### src/hw/rtl/tts_pkg.sv
// ============================================================================
// Truncated Taylor sine package
// Widths, fixed-point constants and the per-term divisor table shared by the
// series sequencer and its digit-serial divider.
// ============================================================================
package tts_pkg;

    // Field widths of the channels.
    localparam int ANGLE_W = 32;
    localparam int CNT_W   = 4;
    localparam int OUT_W   = 48;

    // Series configuration.
    localparam int MAX_TERMS = 10;
    localparam int FRAC_BITS = 28;

    // Shared multiplier and the limbs that feed it.
    localparam int LIMB_W = 32;
    localparam int OPND_W = 2 * LIMB_W;
    localparam int PROD_W = 2 * OPND_W;

    // Accumulator and term magnitudes; a term is capped at 2^(ACC_W-2).
    localparam int ACC_W  = 64;
    localparam int TERM_W = ACC_W - 1;

    // The magnitude is at most 2^(ANGLE_W-1), so its square fits 2*ANGLE_W-1 bits.
    localparam int SQ_W = 2 * ANGLE_W - 1 - FRAC_BITS;

    // Digit-serial divider: DIV_DIGITS quotient bits per cycle.
    localparam int DIV_DIGITS = 8;
    localparam int DIV_CYCLES = (TERM_W + DIV_DIGITS - 1) / DIV_DIGITS;
    localparam int DIVD_W     = DIV_CYCLES * DIV_DIGITS;
    localparam int DIVR_W     = $clog2(2 * (MAX_TERMS - 1) * (2 * MAX_TERMS - 1) + 1);
    localparam int DCNT_W     = $clog2(DIV_CYCLES);

    typedef logic [DIVD_W-1:0] t_dividend;
    typedef logic [DIVR_W-1:0] t_divisor;

    // Divisor that turns term k-1 into term k: (2k)(2k+1).
    function automatic t_divisor term_divisor(input logic [CNT_W-1:0] k);
        logic [CNT_W:0] m;
        logic [2*CNT_W+1:0] p;
        m = {k, 1'b0};
        p = m * (m + 1'b1);
        return p[DIVR_W-1:0];
    endfunction

endpackage

### src/hw/rtl/tts_divider.sv
// ============================================================================
// Truncated Taylor sine divider
// Digit-serial restoring divider by a narrow divisor. Each cycle retires
// DIV_DIGITS quotient bits, most significant first; the quotient shifts in
// where the dividend shifts out.
// ============================================================================
module tts_divider (
    input  logic               i_clk,
    input  logic               i_rst_n,
    input  logic               i_load,
    input  tts_pkg::t_dividend i_dividend,
    input  tts_pkg::t_divisor  i_divisor,
    output tts_pkg::t_dividend o_quotient,
    output logic               o_done
);
    import tts_pkg::*;

    logic              r_busy;
    logic              r_done;
    logic [DCNT_W-1:0] r_cnt;
    t_dividend         r_shift;
    t_divisor          r_rem;
    t_divisor          r_divisor;

    t_dividend         n_shift;
    t_divisor          n_rem;
    logic [DIVR_W:0]   w_trial;

    always_comb begin
        n_shift = r_shift;
        n_rem   = r_rem;
        w_trial = '0;
        for (int i = 0; i < DIV_DIGITS; i++) begin
            w_trial = {n_rem, n_shift[DIVD_W-1]};
            n_shift = {n_shift[DIVD_W-2:0], 1'b0};
            if (w_trial >= {1'b0, r_divisor}) begin
                w_trial    = w_trial - {1'b0, r_divisor};
                n_shift[0] = 1'b1;
            end
            n_rem = w_trial[DIVR_W-1:0];
        end
    end

    always_ff @(posedge i_clk) begin
        if (!i_rst_n) begin
            r_busy <= 1'b0;
            r_done <= 1'b0;
            r_cnt  <= '0;
        end else begin
            r_done <= 1'b0;
            if (i_load) begin
                r_busy    <= 1'b1;
                r_cnt     <= '0;
                r_shift   <= i_dividend;
                r_rem     <= '0;
                r_divisor <= i_divisor;
            end else if (r_busy) begin
                r_shift <= n_shift;
                r_rem   <= n_rem;
                r_cnt   <= r_cnt + 1'b1;
                if (r_cnt == DCNT_W'(DIV_CYCLES - 1)) begin
                    r_busy <= 1'b0;
                    r_done <= 1'b1;
                end
            end
        end
    end

    assign o_quotient = r_shift;
    assign o_done     = r_done;

    // A new division never starts on top of one in flight.
    a_no_load_busy: assert property (@(posedge i_clk) disable iff (!i_rst_n)
        i_load |-> !r_busy)
        else $error("divider loaded while busy");

    // The partial remainder always stays below the divisor.
    a_rem_bound: assert property (@(posedge i_clk) disable iff (!i_rst_n)
        r_busy |-> (r_rem < r_divisor))
        else $error("divider remainder out of range");

    // Completion follows the last digit cycle.
    a_done_after_busy: assert property (@(posedge i_clk) disable iff (!i_rst_n)
        r_done |-> ($past(r_busy) && !r_busy))
        else $error("divider done without a finished run");

endmodule

### src/hw/rtl/truncated_taylor_sine.sv
// ============================================================================
// Truncated Taylor sine
// Sums the first n terms of the sine power series of a fixed-point angle
// with one shared 32x32 multiplier and a digit-serial divider.
// ============================================================================
// Usage:
//   Raise start with i_angle (signed Q3.28) and i_term_count; the beat is
//   taken at a clock edge where start is high and busy is low. busy stays
//   high until the sum is done. The result appears on o_sine_value (signed
//   Q19.28) and o_saturated for exactly one cycle, marked by o_valid; the
//   receiver cannot stall it, so it must take the beat in that cycle.
// Sequence:
//   Each term after the first runs four limb products on the shared
//   multiplier, one overflow check and the divider (eight quotient bits
//   per cycle over 64 bits); a product out of range skips the divider.
//   The block takes no new item while a sum is in progress: busy is low
//   in the cycle that o_valid is high, so the next item can be taken
//   there. A term count above ten is treated as ten.
// Reset: synchronous, active low; clears the sequencer and drops o_valid.
// ============================================================================
module truncated_taylor_sine (
    input  logic                                i_clk,
    input  logic                                i_rst_n,
    input  logic                                start,
    output logic                                busy,
    input  logic signed [tts_pkg::ANGLE_W-1:0]  i_angle,
    input  logic        [tts_pkg::CNT_W-1:0]    i_term_count,
    output logic                                o_valid,
    output logic signed [tts_pkg::OUT_W-1:0]    o_sine_value,
    output logic                                o_saturated
);
    import tts_pkg::*;

    localparam logic [2:0] ST_IDLE = 3'd0;
    localparam logic [2:0] ST_SQR  = 3'd1;
    localparam logic [2:0] ST_MUL  = 3'd2;
    localparam logic [2:0] ST_CHK  = 3'd3;
    localparam logic [2:0] ST_DIV  = 3'd4;
    localparam logic [2:0] ST_FIN  = 3'd5;

    localparam logic [TERM_W-1:0] TERM_CAP = {1'b1, {(TERM_W-1){1'b0}}};
    localparam logic signed [ACC_W-1:0] ACC_CAP = {2'b01, {(ACC_W-2){1'b0}}};
    localparam logic signed [ACC_W-1:0] NEG_CAP = {2'b11, {(ACC_W-2){1'b0}}};
    localparam logic signed [ACC_W-1:0] OUT_MAX =
        {{(ACC_W-OUT_W+1){1'b0}}, {(OUT_W-1){1'b1}}};
    localparam logic signed [ACC_W-1:0] OUT_MIN =
        {{(ACC_W-OUT_W+1){1'b1}}, {(OUT_W-1){1'b0}}};

    logic [2:0]               r_state;
    logic                     r_valid;
    logic                     r_neg;
    logic [ANGLE_W-1:0]       r_mag;
    logic [CNT_W-1:0]         r_cnt;
    logic [CNT_W-1:0]         r_k;
    logic [SQ_W-1:0]          r_sq;
    logic [TERM_W-1:0]        r_term;
    logic [1:0]               r_pp;
    logic [PROD_W-1:0]        r_prod;
    logic signed [ACC_W-1:0]  r_acc;
    logic                     r_sticky;
    logic signed [OUT_W-1:0]  r_sine;
    logic                     r_sat;

    logic [CNT_W-1:0]         w_cnt_in;
    logic [ANGLE_W-1:0]       w_mag_in;
    logic [OPND_W-1:0]        w_term_ext;
    logic [OPND_W-1:0]        w_sq_ext;
    logic [LIMB_W-1:0]        w_mul_a;
    logic [LIMB_W-1:0]        w_mul_b;
    logic [OPND_W-1:0]        w_mul_p;
    logic [PROD_W-1:0]        w_pp;
    logic [PROD_W-1:0]        n_prod;
    logic                     w_ovf;
    logic                     w_tneg;
    logic                     w_last;
    logic signed [ACC_W-1:0]  w_mag_s;
    logic signed [ACC_W-1:0]  w_quot_s;
    logic signed [ACC_W-1:0]  w_sum;
    logic                     w_sat;
    logic                     w_div_load;
    logic                     w_div_done;
    t_dividend                w_quot;

    assign w_cnt_in = (i_term_count > CNT_W'(MAX_TERMS)) ? CNT_W'(MAX_TERMS)
                                                          : i_term_count;
    assign w_mag_in = i_angle[ANGLE_W-1] ? (~i_angle + 1'b1) : i_angle;

    // Shared multiplier: squares the magnitude once, then forms the four limb
    // products of term times square.
    assign w_term_ext = OPND_W'(r_term);
    assign w_sq_ext   = OPND_W'(r_sq);

    always_comb begin
        if (r_state == ST_SQR) begin
            w_mul_a = r_mag;
            w_mul_b = r_mag;
        end else begin
            w_mul_a = r_pp[1] ? w_term_ext[OPND_W-1:LIMB_W] : w_term_ext[LIMB_W-1:0];
            w_mul_b = r_pp[0] ? w_sq_ext[OPND_W-1:LIMB_W] : w_sq_ext[LIMB_W-1:0];
        end
    end

    assign w_mul_p = OPND_W'(w_mul_a) * OPND_W'(w_mul_b);

    always_comb begin
        case (r_pp) inside
            2'd0:       w_pp = PROD_W'(w_mul_p);
            2'd1, 2'd2: w_pp = PROD_W'(w_mul_p) << LIMB_W;
            default:    w_pp = PROD_W'(w_mul_p) << (2 * LIMB_W);
        endcase
    end

    assign n_prod = r_prod + w_pp;
    assign w_ovf  = |r_prod[PROD_W-1:TERM_W+FRAC_BITS];
    assign w_tneg = r_neg ^ r_k[0];
    assign w_last = (r_k == (r_cnt - CNT_W'(1)));

    assign w_mag_s  = ACC_W'(r_mag);
    assign w_quot_s = {1'b0, w_quot[TERM_W-1:0]};
    assign w_sum    = w_tneg ? (r_acc - w_quot_s) : (r_acc + w_quot_s);
    assign w_sat    = r_sticky || (r_acc > OUT_MAX) || (r_acc < OUT_MIN);

    assign w_div_load = (r_state == ST_CHK) && !w_ovf;

    tts_divider u_divider (
        .i_clk      (i_clk),
        .i_rst_n    (i_rst_n),
        .i_load     (w_div_load),
        .i_dividend (DIVD_W'(r_prod[TERM_W+FRAC_BITS-1:FRAC_BITS])),
        .i_divisor  (term_divisor(r_k)),
        .o_quotient (w_quot),
        .o_done     (w_div_done)
    );

    always_ff @(posedge i_clk) begin
        if (!i_rst_n) begin
            r_state <= ST_IDLE;
            r_valid <= 1'b0;
        end else begin
            r_valid <= 1'b0;
            unique case (r_state)
                ST_IDLE: begin
                    if (start) begin
                        r_neg    <= i_angle[ANGLE_W-1];
                        r_mag    <= w_mag_in;
                        r_cnt    <= w_cnt_in;
                        r_acc    <= '0;
                        r_sticky <= 1'b0;
                        r_state  <= (w_cnt_in == '0) ? ST_FIN : ST_SQR;
                    end
                end
                ST_SQR: begin
                    r_sq    <= w_mul_p[SQ_W+FRAC_BITS-1:FRAC_BITS];
                    r_term  <= TERM_W'(r_mag);
                    r_acc   <= r_neg ? -w_mag_s : w_mag_s;
                    r_k     <= CNT_W'(1);
                    r_pp    <= '0;
                    r_prod  <= '0;
                    r_state <= (r_cnt == CNT_W'(1)) ? ST_FIN : ST_MUL;
                end
                ST_MUL: begin
                    r_prod <= n_prod;
                    r_pp   <= r_pp + 1'b1;
                    if (r_pp == 2'd3) begin
                        r_state <= ST_CHK;
                    end
                end
                ST_CHK: begin
                    if (w_ovf) begin
                        // A product beyond range pins the term and the sum.
                        r_term   <= TERM_CAP;
                        r_acc    <= w_tneg ? NEG_CAP : ACC_CAP;
                        r_sticky <= 1'b1;
                        r_pp     <= '0;
                        r_prod   <= '0;
                        r_k      <= r_k + 1'b1;
                        r_state  <= w_last ? ST_FIN : ST_MUL;
                    end else begin
                        r_state <= ST_DIV;
                    end
                end
                ST_DIV: begin
                    if (w_div_done) begin
                        if (w_quot[TERM_W-1]) begin
                            // A quotient at or above the cap pins the term and the sum.
                            r_term   <= TERM_CAP;
                            r_acc    <= w_tneg ? NEG_CAP : ACC_CAP;
                            r_sticky <= 1'b1;
                        end else begin
                            r_term <= w_quot[TERM_W-1:0];
                            if (w_sum > ACC_CAP) begin
                                r_acc    <= ACC_CAP;
                                r_sticky <= 1'b1;
                            end else if (w_sum < NEG_CAP) begin
                                r_acc    <= NEG_CAP;
                                r_sticky <= 1'b1;
                            end else begin
                                r_acc <= w_sum;
                            end
                        end
                        r_pp    <= '0;
                        r_prod  <= '0;
                        r_k     <= r_k + 1'b1;
                        r_state <= w_last ? ST_FIN : ST_MUL;
                    end
                end
                ST_FIN: begin
                    r_sat   <= w_sat;
                    r_sine  <= w_sat ? ((r_acc >= 0) ? OUT_MAX[OUT_W-1:0] : OUT_MIN[OUT_W-1:0])
                                     : r_acc[OUT_W-1:0];
                    r_valid <= 1'b1;
                    r_state <= ST_IDLE;
                end
                default: begin
                    r_state <= ST_IDLE;
                end
            endcase
        end
    end

    assign busy         = (r_state != ST_IDLE);
    assign o_valid      = r_valid;
    assign o_sine_value = r_sine;
    assign o_saturated  = r_sat;

    // The result strobe lasts exactly one cycle.
    a_valid_pulse: assert property (@(posedge i_clk) disable iff (!i_rst_n)
        o_valid |=> !o_valid)
        else $error("result strobe held for more than one cycle");

    // An accepted beat starts the square or, for an empty sum, finishes.
    a_accept_next: assert property (@(posedge i_clk) disable iff (!i_rst_n)
        (start && !busy) |=> ((r_state == ST_SQR) || (r_state == ST_FIN)))
        else $error("accepted beat did not start the series");

    // While a sum is in progress the clamped accumulator stays within the term cap.
    a_acc_bound: assert property (@(posedge i_clk) disable iff (!i_rst_n)
        busy |-> ((r_acc <= ACC_CAP) && (r_acc >= NEG_CAP)))
        else $error("accumulator beyond its clamp");

    // The divider only finishes while the sequencer waits for it.
    a_div_state: assert property (@(posedge i_clk) disable iff (!i_rst_n)
        w_div_done |-> (r_state == ST_DIV))
        else $error("divider finished outside the divide state");

endmodule

### config.mk
export PLATFORM = sky130hd
export DESIGN_NAME = truncated_taylor_sine
export DESIGN_NICKNAME = d
export VERILOG_FILES = /design/src/hw/rtl/tts_pkg.sv /design/src/hw/rtl/tts_divider.sv /design/src/hw/rtl/truncated_taylor_sine.sv
export SDC_FILE = /design/constraint.sdc
export NUM_CORES = 2
export LEC_CHECK = 0
export BUFFER_PORTS_ARGS = -buffer_cell sky130_fd_sc_hd__buf_2
export CAP_MARGIN = 20
export CORE_ASPECT_RATIO = 1.25
export CORE_UTILIZATION = 44
export CTS_CLUSTER_DIAMETER = 30
export CTS_CLUSTER_SIZE = 40
export DETAILED_ROUTE_END_ITERATION = 12
export SYNTH_ARGS = -nofsm -noshare
export SYNTH_HDL_FRONTEND = slang
export SYNTH_SLANG_ARGS = --single-unit
### constraint.sdc
create_clock -name i_clk -period 24.1 [get_ports i_clk]
set_clock_uncertainty 0.15 [all_clocks]
set_input_delay 2.41 -clock i_clk [delete_from_list [all_inputs] [get_ports i_clk]]
set_output_delay 2.41 -clock i_clk [all_outputs]
set_load 0.03 [all_outputs]
==> results.md <==
## Run status
• completed — outcome

## Critical path
• 0.80 ns — peak per-stage delay on the critical path
• compound AO/OA/AOI/OAI gates — category of cells accounting for the largest share of critical-path delay
• 6 — number of buffer and inverter instances along the worst setup path
• u_divider.r_divisor[2] — worst setup path startpoint
• 74 — WP depth
• u_divider.o_quotient[0] — Setup crit end
• 24.38 ns — Crit path required time
• u_divider.o_quotient[0] — worst reg2reg endpoint
• 17 — critical path fanouts, max
• 2.40 ns — Worst R2R Setup Slack
• u_divider.r_divisor[2] — Reg2Reg Launch Point
• reg -> reg — crit path kind
• sky130_fd_sc_hd__a21o_1 — crit-path most repeated cell
• 21.98 ns — Critical Path AT
• sky130_fd_sc_hd__edfxtp_1 — library cell contributing the largest single delay on the critical path
• flop — CP endpoint kind
• 74 — cell count of the worst reg-to-reg path
• flop — startpoint type of the worst setup path

## Synth
• 8,121 — instance count of the mapped netlist
• 464 — number of synthesized flops with an enable pin
• sky130_fd_sc_hd__nand2_1 (1,152), sky130_fd_sc_hd__inv_1 (1,147), sky130_fd_sc_hd__fa_1 (908) — list of most frequent post-synthesis cells
• 19.69% — proportion of synthesized chip area in sequential cells
• 8.824 um^2 — synthesized area per cell
• sky130_fd_sc_hd__fa_1 (25%), sky130_fd_sc_hd__edfxtp_1 (19%), sky130_fd_sc_hd__ha_1 (9.3%) — largest cells by area after synthesis
• sky130_fd_sc_hd__nand2_1 — most common cell in the synthesized netlist
• 25.36% — share of the synthesized area in the top cell type
• 0% — Synth async-reset ratio
• sky130_fd_sc_hd__edfxtp_1 — top flip-flop cell by instance count after synthesis
• 104 — count of different cell masters after synthesis
• 71,660 um^2 — netlist area before placement
• 473 — number of storage elements in the synthesis netlist
• 9,603 — Syn Nets
• 0 — yosys synthesis warning count
• sky130_fd_sc_hd__fa_1 — cell type with the largest total area after synthesis

## Finish
• 9,542 — Nets
• 48.24% — final core utilization
• 15,652 — fill cell instance count of the final layout
• 8.824% — relative area change from synthesis to final layout
• 7.902% — layout cell share with drive strength beyond 1
• 77,990 um^2 — final std cell area, no fill

## Clock tree
• 0.71 ns — clock latency of the later-clocked register in the worst-skew pair
• 0 — number of buffers inserted by hold repair at cts
• 0 — number of buffers inserted to repair setup after CTS
• built — CTS tree
• 3 — maximum level of the CTS H-tree
• 473 — sink count of the clock tree
• sky130_fd_sc_hd__clkbuf_16 — buffer type at the clock tree root
• 3 — Longest Clk Path Bufs
• 0 — quantity of gates resized following cts
• 90 — clock buffers created by TritonCTS
• 0.06 ns — clock-pin slew on the worst setup and hold paths

## Global route
• 10 — initial antenna violation count
• 0 — sum of overflow across all layers after global routing
• 33.80% — Total Routing Usage GR
• 63,129 — number of global-route vias before repair
• 409,400 um — global-route wire length before repair
• 75 — maximum number of pins on one net before global-route repair

## STA
• 1.152 ns — Worst Tran Pin Value
• 21.70 ns — crit path time final
• 0 ns — Fin Setup TNS
• 0 — endpoints failing hold
• 46.08 MHz — maximum clock rate
• 0 — Final Setup Violations
• no — RSZ-0062 raised after global routing
• 0 — final count of pins violating max slew
• 22.70% — worst max-slew margin expressed relative to the limit
• 90.05% — share of the cycle needed by the critical path after routing
• 0.3710 ns — final hold slack

## Floorplanning
• 165 — number of placement rows
• 453.2 um — height of the die
• 164,500 um^2 — die footprint
• 161,600 um^2 — total core area
• 363.0 um — overall die width
• 90 — Ports
• 44.33% — starting density of the core

## Route
• 5,345 — Iter 0 DRT Violations
• 276,300 um — Post-Route WL
• 5.914 — vias per inst
• 61,001 — total number of vias
• 0 — Antenna Nets Post-Route
• 26.78 um — average wire per standard cell
• 6 — first drt pass iteration count
• 0 — Remaining DRCs

## Flow run
• 0 — max-cap violations

## Placed design
• 1.012 — global placement routability congestion
• 89 — quantity of I/O buffers inserted on ports
• 74,900 um^2 — cell area reported after detailed placement
• 215,100 um — HPWL after DPL

## Min path
• reg -> reg — Tightest Hold Check Type

[metal layers]
metal	wire length [um]	up-vias	GRT usage (%)	share of wire, %
li1	-	27006	-	-
met1	101500	30505	39.44	37
met2	131400	2644	56.80	48
met3	18980	838	4.788	6.9
met4	24340	8	24.49	8.8
met5	57	-	0	0.021
[worst min-delay path by stage]
stage | from | end | slack (ns) | cells past startpoint
CTS | u_divider.r_cnt[1] | u_divider.r_cnt[1] | 0.38 | 2
floorplan | r_k[0] | u_divider.r_divisor[1] | 0.30 | 0
finish | u_divider.r_cnt[1] | u_divider.r_cnt[1] | 0.37 | 2
detailed placement | u_divider.r_cnt[0] | u_divider.r_cnt[0] | 0.36 | 2
global placement | u_divider.r_cnt[1] | u_divider.r_cnt[1] | 0.33 | 2
global route | u_divider.r_cnt[2] | u_divider.r_cnt[2] | 0.42 | 2
[flip-flops by register name, indices dropped and copies added (netlist names), 4 cells and up]
| register | count |
|---|---|
| r_sq | 35 |
| r_prod | 128 |
| r_k | 4 |
| r_mag | 32 |
| r_acc | 64 |
| u_divider.r_rem | 9 |
| u_divider.o_quotient | 64 |
| o_sine_value | 48 |
| r_cnt | 4 |
| r_term | 63 |
| u_divider.r_divisor | 8 |
[kinds of logic after synthesis]
| group | synth area share, % |
|---|---|
| simple gates | 15.94 |
| compound gates | 14.59 |
| buf+inv | 8.229 |
| flops | 19.69 |
| mux | 2.444 |
| xor+xnor | 4.405 |
| fa+ha+maj | 34.71 |
[layout make-up]
cell class	instances	area, um^2	area share, %
multi-input cells	6087	52020	66.71
flip-flops and latches	473	14110	18.10
inverters	1148	4309	5.525
well taps	2171	2716	3.483
clock buffers	96	2296	2.944
repair buffers	260	1742	2.233
clock inverters	73	770.7	0.9883
diodes	6	15.01	0.01925
[per-stage QoR]
stage / cells / setup slack (ns)
CTS: 10307 / 2.137
floorplan: 8121 / 5.626
detailed placement: 10138 / 2.243
finish: 10314 / 2.398
global placement: 10137 / 2.177
global route: 10309 / 0.6019
[worst register-to-register path: cells and delay by family, from the launching register on]
kind | cells | cell delay [ns]
AO/OA/AOI/OAI | 35 | 9.56
AND/OR/NAND/NOR | 17 | 4.76
multiplexers | 8 | 3.04
adder cells (fa/ha/maj) | 8 | 2.59
flip-flops | 1 | 0.80
buffers and inverters | 6 | 0.58
[placed cells by master (no fill, tap or decap), drive strengths merged, types with 52 or more instances in the layout]
master  instances
inv          1180
nand2        1152
fa            908
nor2          604
ha            535
edfxtp        464
a21oi         386
o21ai         343
buf           260
a21o          257
xnor2         212
xor2          145
nor3          127
and2          118
clkbuf         96
mux2i          92
o21a           90
nand4          85
nand3          76
mux2           72
and3           63
a22o           59
nor2b          58
nand2b         57
o31ai          52
o21bai         52
Power is left out: the tool's default activity adds up to more than one toggle a clock period on the data nets, which glitch-free logic cannot reach.
